`src/sv/qat_pkg.sv`:
```
`timescale 1ns / 1ps

package qat_pkg;

  localparam int QDEPTH = 4;
  localparam int QPTR_W = $clog2(QDEPTH);
  localparam int QCNT_W = $clog2(QDEPTH + 1);
  localparam int RES_MAX = 3;

  localparam logic [7:0] CAP_RESET    = 8'd16;
  localparam logic [7:0] CH_BACKSLASH = 8'h5C;
  localparam logic [7:0] CH_SQUOTE    = 8'h27;
  localparam logic [7:0] CH_DQUOTE    = 8'h22;
  localparam logic [7:0] CH_SPACE     = 8'h20;
  localparam logic [7:0] CH_TAB       = 8'h09;
  localparam logic [7:0] CH_CR        = 8'h0D;

  typedef enum logic [1:0] {
    KIND_BYTE   = 2'd0,
    KIND_END    = 2'd1,
    KIND_ACCEPT = 2'd2,
    KIND_REJECT = 2'd3
  } kind_t;

  typedef struct packed {
    logic [7:0] char_in;
    logic       end_of_line;
  } src_item_t;

  typedef struct packed {
    kind_t      kind;
    logic [7:0] char_out;
    logic [7:0] argument_index;
    logic [7:0] argument_count;
    logic       last;
  } dst_item_t;

  // one result, as the front queues it
  typedef struct packed {
    kind_t      kind;
    logic [7:0] ch;
    logic [7:0] idx;
    logic [7:0] cnt;
  } res_t;

  // all results of one transaction; num is 1 to RES_MAX
  typedef struct packed {
    logic [1:0]          num;
    res_t [RES_MAX-1:0]  res;
  } entry_t;

  function automatic res_t mk_res(kind_t k, logic [7:0] ch, logic [7:0] idx,
                                  logic [7:0] cnt);
    res_t r;
    r.kind = k;
    r.ch   = ch;
    r.idx  = idx;
    r.cnt  = cnt;
    return r;
  endfunction

endpackage

```
`src/sv/qat_front.sv`:
```
`timescale 1ns / 1ps

module qat_front import qat_pkg::*; (
  input  logic       clk,
  input  logic       rst,
  input  logic       cfg_write,
  input  logic [7:0] cfg_data,
  input  logic       src_valid,
  output logic       src_stall,
  input  src_item_t  src_item,
  input  logic       q_full,
  output logic       push,
  output entry_t     entry
);

  typedef enum logic [1:0] {
    Q_NONE   = 2'd0,
    Q_SINGLE = 2'd1,
    Q_DOUBLE = 2'd2
  } qmode_t;

  logic [7:0] capacity;
  qmode_t     qmode, qmode_next;
  logic       in_arg, in_arg_next;
  logic       esc, esc_next;
  logic [7:0] seen, seen_next;
  logic       failed, failed_next;

  logic       fire;
  logic [7:0] c;
  logic       blank;
  logic [7:0] close_q;
  logic [7:0] idx_now;
  logic [7:0] idx_new;
  logic [1:0] slot;

  assign src_stall = q_full;
  assign fire      = src_valid && !q_full;
  assign c         = src_item.char_in;
  assign blank     = (c == CH_SPACE) || (c >= CH_TAB && c <= CH_CR);
  assign close_q   = (qmode == Q_SINGLE) ? CH_SQUOTE : CH_DQUOTE;
  assign idx_now   = seen - 8'd1;
  assign idx_new   = seen_next - 8'd1;

  always_comb begin
    qmode_next  = qmode;
    in_arg_next = in_arg;
    esc_next    = esc;
    seen_next   = seen;
    failed_next = failed;
    entry       = '0;
    slot        = 2'd0;

    if (src_item.end_of_line) begin
      if (failed) begin
        entry.res[slot] = mk_res(KIND_REJECT, 8'd0, 8'd0, 8'd0);
        slot = slot + 2'd1;
      end else begin
        if (esc) begin
          entry.res[slot] = mk_res(KIND_BYTE, CH_BACKSLASH, idx_now, 8'd0);
          slot = slot + 2'd1;
        end
        if (qmode != Q_NONE || capacity == 8'd0) begin
          entry.res[slot] = mk_res(KIND_REJECT, 8'd0, 8'd0, 8'd0);
          slot = slot + 2'd1;
        end else begin
          if (in_arg) begin
            entry.res[slot] = mk_res(KIND_END, 8'd0, idx_now, 8'd0);
            slot = slot + 2'd1;
          end
          entry.res[slot] = mk_res(KIND_ACCEPT, 8'd0, 8'd0, seen);
          slot = slot + 2'd1;
        end
      end
      qmode_next  = Q_NONE;
      in_arg_next = 1'b0;
      esc_next    = 1'b0;
      seen_next   = 8'd0;
      failed_next = 1'b0;
    end else if (!failed) begin
      if (esc) begin
        esc_next = 1'b0;
        entry.res[slot] = mk_res(KIND_BYTE, c, idx_now, 8'd0);
        slot = slot + 2'd1;
      end else if (qmode != Q_NONE) begin
        if (c == close_q) begin
          qmode_next = Q_NONE;
        end else if (c == CH_BACKSLASH) begin
          esc_next = 1'b1;
        end else begin
          entry.res[slot] = mk_res(KIND_BYTE, c, idx_now, 8'd0);
          slot = slot + 2'd1;
        end
      end else if (!in_arg && blank) begin
        // separator
      end else if (!in_arg && seen >= capacity) begin
        failed_next = 1'b1;
      end else begin
        if (!in_arg) begin
          seen_next   = seen + 8'd1;
          in_arg_next = 1'b1;
        end
        if (c == CH_SQUOTE) begin
          qmode_next = Q_SINGLE;
        end else if (c == CH_DQUOTE) begin
          qmode_next = Q_DOUBLE;
        end else if (blank) begin
          entry.res[slot] = mk_res(KIND_END, 8'd0, idx_new, 8'd0);
          slot = slot + 2'd1;
          in_arg_next = 1'b0;
        end else if (c == CH_BACKSLASH) begin
          esc_next = 1'b1;
        end else begin
          entry.res[slot] = mk_res(KIND_BYTE, c, idx_new, 8'd0);
          slot = slot + 2'd1;
        end
      end
    end
    entry.num = slot;
  end

  assign push = fire && (slot != 2'd0);

  always_ff @(posedge clk) begin
    if (rst) begin
      capacity <= CAP_RESET;
      qmode    <= Q_NONE;
      in_arg   <= 1'b0;
      esc      <= 1'b0;
      seen     <= 8'd0;
      failed   <= 1'b0;
    end else begin
      if (cfg_write) begin
        capacity <= cfg_data;
      end
      if (fire) begin
        qmode  <= qmode_next;
        in_arg <= in_arg_next;
        esc    <= esc_next;
        seen   <= seen_next;
        failed <= failed_next;
      end
    end
  end

`ifndef ASSERT_OFF
  a_eol_clears: assert property (@(posedge clk) disable iff (rst)
    fire && src_item.end_of_line |=> seen == 8'd0 && !in_arg && !esc && !failed)
    else $error("line state not cleared after end of line");

  a_failed_silent: assert property (@(posedge clk) disable iff (rst)
    fire && failed && !src_item.end_of_line |-> !push)
    else $error("result queued on a rejected line");

  a_eol_pushes: assert property (@(posedge clk) disable iff (rst)
    fire && src_item.end_of_line |-> push && entry.res[entry.num - 2'd1].kind != KIND_BYTE)
    else $error("end of line without accept or reject");
`endif

endmodule

```
`src/sv/qat_queue.sv`:
```
`timescale 1ns / 1ps

module qat_queue import qat_pkg::*; (
  input  logic   clk,
  input  logic   rst,
  input  logic   push,
  input  entry_t wr_entry,
  output logic   full,
  input  logic   pop,
  output logic   not_empty,
  output entry_t head
);

  entry_t              mem [QDEPTH];
  logic [QPTR_W-1:0]   wr_ptr;
  logic [QPTR_W-1:0]   rd_ptr;
  logic [QCNT_W-1:0]   count;

  assign full      = (count == QCNT_W'(QDEPTH));
  assign not_empty = (count != '0);
  assign head      = mem[rd_ptr];

  always_ff @(posedge clk) begin
    if (push) begin
      mem[wr_ptr] <= wr_entry;
    end
  end

  always_ff @(posedge clk) begin
    if (rst) begin
      wr_ptr <= '0;
      rd_ptr <= '0;
      count  <= '0;
    end else begin
      if (push) begin
        wr_ptr <= wr_ptr + 1'b1;
      end
      if (pop) begin
        rd_ptr <= rd_ptr + 1'b1;
      end
      if (push && !pop) begin
        count <= count + 1'b1;
      end else if (pop && !push) begin
        count <= count - 1'b1;
      end
    end
  end

`ifndef ASSERT_OFF
  a_no_overflow: assert property (@(posedge clk) disable iff (rst)
    !(push && full))
    else $error("push into full queue");

  a_no_underflow: assert property (@(posedge clk) disable iff (rst)
    !(pop && !not_empty))
    else $error("pop from empty queue");

  a_count_bound: assert property (@(posedge clk) disable iff (rst)
    count <= QCNT_W'(QDEPTH))
    else $error("queue count out of range");

  a_entry_nonempty: assert property (@(posedge clk) disable iff (rst)
    not_empty |-> head.num != 2'd0)
    else $error("queued transaction carries no result");
`endif

endmodule

```
`src/sv/qat_back.sv`:
```
`timescale 1ns / 1ps

module qat_back import qat_pkg::*; (
  input  logic      clk,
  input  logic      rst,
  input  logic      q_valid,
  input  entry_t    head,
  output logic      pop,
  output logic      dst_valid,
  input  logic      dst_stall,
  output dst_item_t dst_item
);

  logic [1:0] sub;
  logic       load;
  logic       at_last;
  res_t       cur;

  assign load    = q_valid && (!dst_valid || !dst_stall);
  assign at_last = (sub == head.num - 2'd1);
  assign pop     = load && at_last;
  assign cur     = head.res[sub];

  always_ff @(posedge clk) begin
    if (rst) begin
      dst_valid <= 1'b0;
      sub       <= 2'd0;
    end else begin
      if (load) begin
        dst_valid <= 1'b1;
        sub       <= at_last ? 2'd0 : sub + 2'd1;
      end else if (!dst_stall) begin
        dst_valid <= 1'b0;
      end
    end
  end

  always_ff @(posedge clk) begin
    if (load) begin
      dst_item.kind           <= cur.kind;
      dst_item.char_out       <= cur.ch;
      dst_item.argument_index <= cur.idx;
      dst_item.argument_count <= cur.cnt;
      dst_item.last           <= at_last;
    end
  end

endmodule

```
`src/sv/quoted_argument_tokenizer_core.sv`:
```
`timescale 1ns / 1ps

// channel  | valid      | stall      | payload
// ---------+------------+------------+----------------------------------
// source   | src_valid  | src_stall  | src_item (char_in, end_of_line)
// result   | dst_valid  | dst_stall  | dst_item (kind ... last)
// config   | cfg_write  | -          | cfg_data (argument_capacity)
//
// One byte is taken per cycle while the 4-entry transaction queue has room.
// Results leave one per cycle from the output register while dst_stall is low.
// A transaction with k results (k up to 3, only at end of line) leaves the
// queue with its last result; each result is held in the queue, then the output register.
// rst is synchronous; it empties the queue and sets capacity to 16.
// dst_stall backs up into the queue and then into src_stall.

module quoted_argument_tokenizer_core import qat_pkg::*; (
  input  logic       clk,
  input  logic       rst,
  input  logic       cfg_write,
  input  logic [7:0] cfg_data,
  input  logic       src_valid,
  output logic       src_stall,
  input  src_item_t  src_item,
  output logic       dst_valid,
  input  logic       dst_stall,
  output dst_item_t  dst_item
);

  logic   push;
  entry_t wr_entry;
  logic   q_full;
  logic   pop;
  logic   q_valid;
  entry_t head;

  qat_front u_front (
    .clk       (clk),
    .rst       (rst),
    .cfg_write (cfg_write),
    .cfg_data  (cfg_data),
    .src_valid (src_valid),
    .src_stall (src_stall),
    .src_item  (src_item),
    .q_full    (q_full),
    .push      (push),
    .entry     (wr_entry)
  );

  qat_queue u_queue (
    .clk       (clk),
    .rst       (rst),
    .push      (push),
    .wr_entry  (wr_entry),
    .full      (q_full),
    .pop       (pop),
    .not_empty (q_valid),
    .head      (head)
  );

  qat_back u_back (
    .clk       (clk),
    .rst       (rst),
    .q_valid   (q_valid),
    .head      (head),
    .pop       (pop),
    .dst_valid (dst_valid),
    .dst_stall (dst_stall),
    .dst_item  (dst_item)
  );

endmodule
```
`config.mk`:
```
export PLATFORM = sky130hd
export DESIGN_NAME = quoted_argument_tokenizer_core
export DESIGN_NICKNAME = d
export VERILOG_FILES = /design/src/sv/qat_pkg.sv /design/src/sv/qat_front.sv /design/src/sv/qat_queue.sv /design/src/sv/qat_back.sv /design/src/sv/quoted_argument_tokenizer_core.sv
export SDC_FILE = /design/constraint.sdc
export NUM_CORES = 1
export LEC_CHECK = 0
export BUFFER_PORTS_ARGS = -buffer_cell sky130_fd_sc_hd__buf_2
export CAP_MARGIN = 20
export CELL_PAD_IN_SITES_DETAIL_PLACEMENT = 1
export CELL_PAD_IN_SITES_GLOBAL_PLACEMENT = 1
export CORE_UTILIZATION = 54
export DETAILED_ROUTE_END_ITERATION = 7
export GPL_TIMING_DRIVEN = 0
export PLACE_DENSITY = 0.76
export RECOVER_POWER = 50
export SLEW_MARGIN = 20
export SYNTH_ARGS = -nofsm -noshare
export SYNTH_HDL_FRONTEND = slang
export SYNTH_HIERARCHICAL = 1
export SYNTH_SLANG_ARGS = --single-unit
```
`constraint.sdc`:
```
create_clock -name clk -period 5.47 [get_ports clk]
set_input_delay 1.094 -clock clk [delete_from_list [all_inputs] [get_ports clk]]
set_output_delay 1.094 -clock clk [all_outputs]
set_load 0.02 [all_outputs]
```
After elaboration in Yosys (flattened, before gate mapping)
Memory sizes are Yosys's and may differ from the RTL's. A register that Yosys moved wholly into a read port is not among the register bits. Index checks and enable logic that the tools add are counted.

Add/subtract/negate cells: 11. Magnitude comparators: 8. Bitwise gates (word level): 3. Muxes and demuxes: 103. Equality and inequality tests: 17. Reduce and logical (&&, ||, !) cells: 29.

Operators by type and width (number): two-way mux 26 bit (16); two-way mux 78 bit (5); bitwise mux 78 bit (2); demux 26 bit (select 2 bit) (2); two-way mux 52 bit (2); bitwise AND 24 x 72 -> 72 bit (1); NOT 72 bit (1); two-way mux 2 bit (29); two-way mux 8 bit (7); binary-select mux 26 bit (select 2 bit) (1); two-way mux 24 bit (2); two-way mux 1 bit (33); == test 8 x 6 -> 1 bit (second input constant) (3); two-way mux 23 bit (1); subtractor 8 x 1 -> 8 bit (second input constant) (2); logical AND 1 bit (11); adder 2 x 1 -> 2 bit (second input constant) (5); != test 2 bit (second input constant) (5); less-than comparator 2 x 3 -> 1 bit (second input constant) (3); two-way mux 3 bit (3); adder 8 x 1 -> 8 bit (second input constant) (1); == test 8 x 7 -> 1 bit (second input constant) (1); == test 8 bit (1); greater-or-equal comparator 8 x 4 -> 1 bit (second input constant) (1); 22 further kinds (33).

Memories kept: 1. Output and inout bits: 29. Register bits after elaboration: 58. Input bits: 22. Logic and storage cells: 188. Memory bits (writable): 320.

Memory list: u_queue.mem (words 4, bits a word 80, rd ports 1, clocked after memory_dff 1, write ports 1, line qat_queue.sv:14) `entry_t mem [QDEPTH];`.

Longest topological paths before layout
Word-level depth: 20. Mapped depth: 17.

Modules after synthesis
Netlist, hierarchy kept.

By module, submodules not included: qat_queue (area an instance 12056.6 um^2, seq. area each 9789.4 um^2, cells an instance 462, instances 1); qat_front (area an instance 2537.4 um^2, seq. area each 420.4 um^2, cells an instance 382, instances 1); qat_back (area an instance 1541.5 um^2, seq. area each 870.8 um^2, cells an instance 136, instances 1).

Worst setup path after synthesis
No wires, ideal clock.

Path kind: input -> register. Start: input port src_item[2] in the netlist's numbering. End: memory u_queue/mem[0][0] in the netlist's numbering, enable pin. Arrival time: 4.525 ns. Setup slack: 0.498 ns. Cell stages on the path: 9. Required time: 5.023 ns. Path through: and3b_1 > o21ai_1 > nand2_2 > buf_2 > o21ai_0 > a21oi_1 > nor3_1 > o21a_1 > and2_1.

RTL lines: start, declared (line quoted_argument_tokenizer_core.sv:23) `input src_item_t src_item,`; end, declared (line qat_queue.sv:14).

==> qor.yml <==
initial_utilization: 0.5561
first_pass_iters: 5
criticalPathCategory: "register to register"
cpMaxStageDelayCell: "nor3_1"
die_w_um: 174.9
status: "completed"
htree_levels: 2
finalHoldViolations: 0
syn_area_per_cell_um2: 16.46
die_y_um: 174.9
clock_sinks: 380
use_met1: 0.3471
core_um2: 29010
nets: 1142
grtUsageMet3: 0.02785
cts_tree: "yes"
setup.worst_path.start: "u_front/seen[0]"
viasPerCell: 5.892
drive_gt1_frac: 0.1956
rows: 62
worst_pin_slew_ns: 1.388
power.density_nw_per_um2: 447.6
ys_warn_count: 6
busiest_layer: "met2"
cts_setup_buffers: 0
worstSetupStartpointType: "register"
ioPinCount: 51
clockBufferDepth: 3
min_from: "u_queue/count[2]"
p_leak_uw: 0.006102
max_freq_mhz: 214.9
crit_path_max_incr_delay_ns: 0.52
drtIter0Drc: 693
vias: 8921
synth_edf_count: 347
cts_root_buf: "clkbuf_16"
num_antenna_cells: 0
hpwl_um: 24510
antenna_found_initial: 0
gr-usage-met2: 0.4322
routed_wl_um: 37520
rsz0062_at_grt: "false"
synth_cells: 980
period_share: 0.8508
path_max_fanout: 10
final_core_util: 0.6280
grt_remaining_overflow: 0
finalCriticalPeriod_ns: 4.654
area_growth_pct: 12.91
synth_top_cells_by_count: "edfxtp_1, nor2_1, mux4_2, nand2_1, mux2i_1"
synth_top_area_cell: "edfxtp_1"
end_kind: "register"
ys_seq_area_frac: 0.6867
hold_path_class: "register to register"
drv_cap: 0
yosys.area.top_type_share: 0.6458
r2r_start: "u_front/seen[0]"
synthFlopType: "edfxtp_1"
path_buf_inv: 4
cts_made_buffers: 40
path_delay_family: "compound AO/OA/AOI/OAI gates"
peakVddDrop_uv: 256.4
cts_hold_buf: 0
setup-violations-final: 0
post_cts_resized: 0
grt_pass1_wl_um: 57020
power_uw: 8155
antenna_left: 0
crit_chain: "buf_2, inv_1, ha_1, nand2b_1, a21oi_2, o31ai_1, clkbuf_1, o21ai_0, a21oi_1, nor3_1, o21a_1, ha_1, inv_1, fa_1, xor2_1, or3_1, a21oi_1"
die_area_um2: 30580
skew_ns: 0.02524
clkLatencyLatePin_ns: 0.53
drc: 0
grt_util_all_layers: 0.2522
portBuffers: 48
gp_congestion: 0.8288
syn_area_um2: 16140
synthTopCellsByArea: "edfxtp_1, mux4_2, dfxtp_1, mux2i_1, nor2_1"
async_flop_share: 0
grt_pass1_vias: 9433
cp.required_ns: 5.92
path_clk_slew_ns: 0.06
yosysMostFrequentCell: "edfxtp_1"
grt_max_degree: 44
slew_headroom: 0.07342
final_max_slew_viol_count: 0
cp.arrival_ns: 5.10
routedWlPerCell_um: 24.78
yosys_register_bits: 380
synth.distinct_cells: 69
## through the flow
step           hold slack (ns)  worst slack (ns)  cell area (um^2)  cells  setup TNS, ns
6_report                0.5357            0.8161             18220   1514              0
5_1_grt                 0.5589            0.5084             18220   1514              0
4_1_cts                 0.5330             1.058             18330   1514              0
3_5_place_dp            0.5192            0.6729             17090   1442              0
3_3_place_gp            0.4869            -1.704             16950   1436        -534.66
2_1_floorplan           0.4614            0.4983             16230   1004              0
## cell usage in the layout (no fill, tap or decap), drive strengths merged, types with 25 or more instances in the layout
cell type,Yosys,final
o21ai,37,37
clkbuf,15,106
edfxtp,347,347
buf,59,73
nand2,65,65
inv,24,25
mux2i,35,35
a21oi,35,35
nor2,94,94
dfxtp,33,33
mux4,80,80
conb,1,25
## layout make-up
cell class,instances,area (um^2)
flip-flops and latches,380,11080
fillers,2687,10790
multi-input cells,525,4451
clock buffers,51,1042
plain buffers,75,545.5
well taps,384,480.5
repair buffers,54,335.3
clock inverters,21,193.9
inverters,24,90.09
## metal layers
| layer | share of wire | routed length, um |
|---|---|---|
| met2 | 0.51 | 19050 |
| met3 | 0.043 | 1603 |
| met1 | 0.43 | 16140 |
| met4 | 0.019 | 719 |
| met5 | 0 | 0 |
## logic make-up after synthesis
logic type	count (synthesis)	share of synthesized area
AOI/OAI and AO/OA	104	0.03939
xor gates and xnor gates	19	0.01078
other	1	0.0002324
and+or+nand+nor	242	0.07320
adders and majority gates	20	0.01597
buffers and inverters	99	0.04032
muxes	115	0.1334
DFF	380	0.6867
## sequential cells by signal, summed over array words and instances (netlist names), named ones only
| register | count |
|---|---|
| u_back/sub | 2 |
| u_queue/count | 3 |
| u_front/esc | 1 |
| u_front/in_arg | 1 |
| u_front/seen | 8 |
| u_queue/wr_ptr | 2 |
| u_back/dst_item | 27 |
| u_back/dst_valid | 1 |
| u_queue/rd_ptr | 2 |
| u_front/failed | 1 |
| u_queue/mem | 320 |
| u_front/qmode | 2 |
| u_front/capacity | 8 |
## where the power goes
part,switching (uW),internal (uW),leakage [uW],total [uW]
clock,1090,1490,0.000605,2580
sequential,126,3700,0.00348,3820
combinational,1090,663,0.00201,1750
total,2300,5850,0.00610,8160
## path summary, 6_finish.rpt
path	to	slack (ns)	cells past startpoint
worst max-delay path	u_queue/count[2]	0.82	17
worst min-delay path	u_queue/count[2]	0.54	2
worst max register to register	u_queue/count[2]	0.82	17
worst min register to register	u_queue/count[2]	0.54	2
## tightest hold or removal path: cells and delay by family (launching register included)
kind / cells / cell delay, ns
compound gates: 2 / 0.15
flops: 1 / 0.33
No activity file was read; power rests on OpenSTA's default activity.
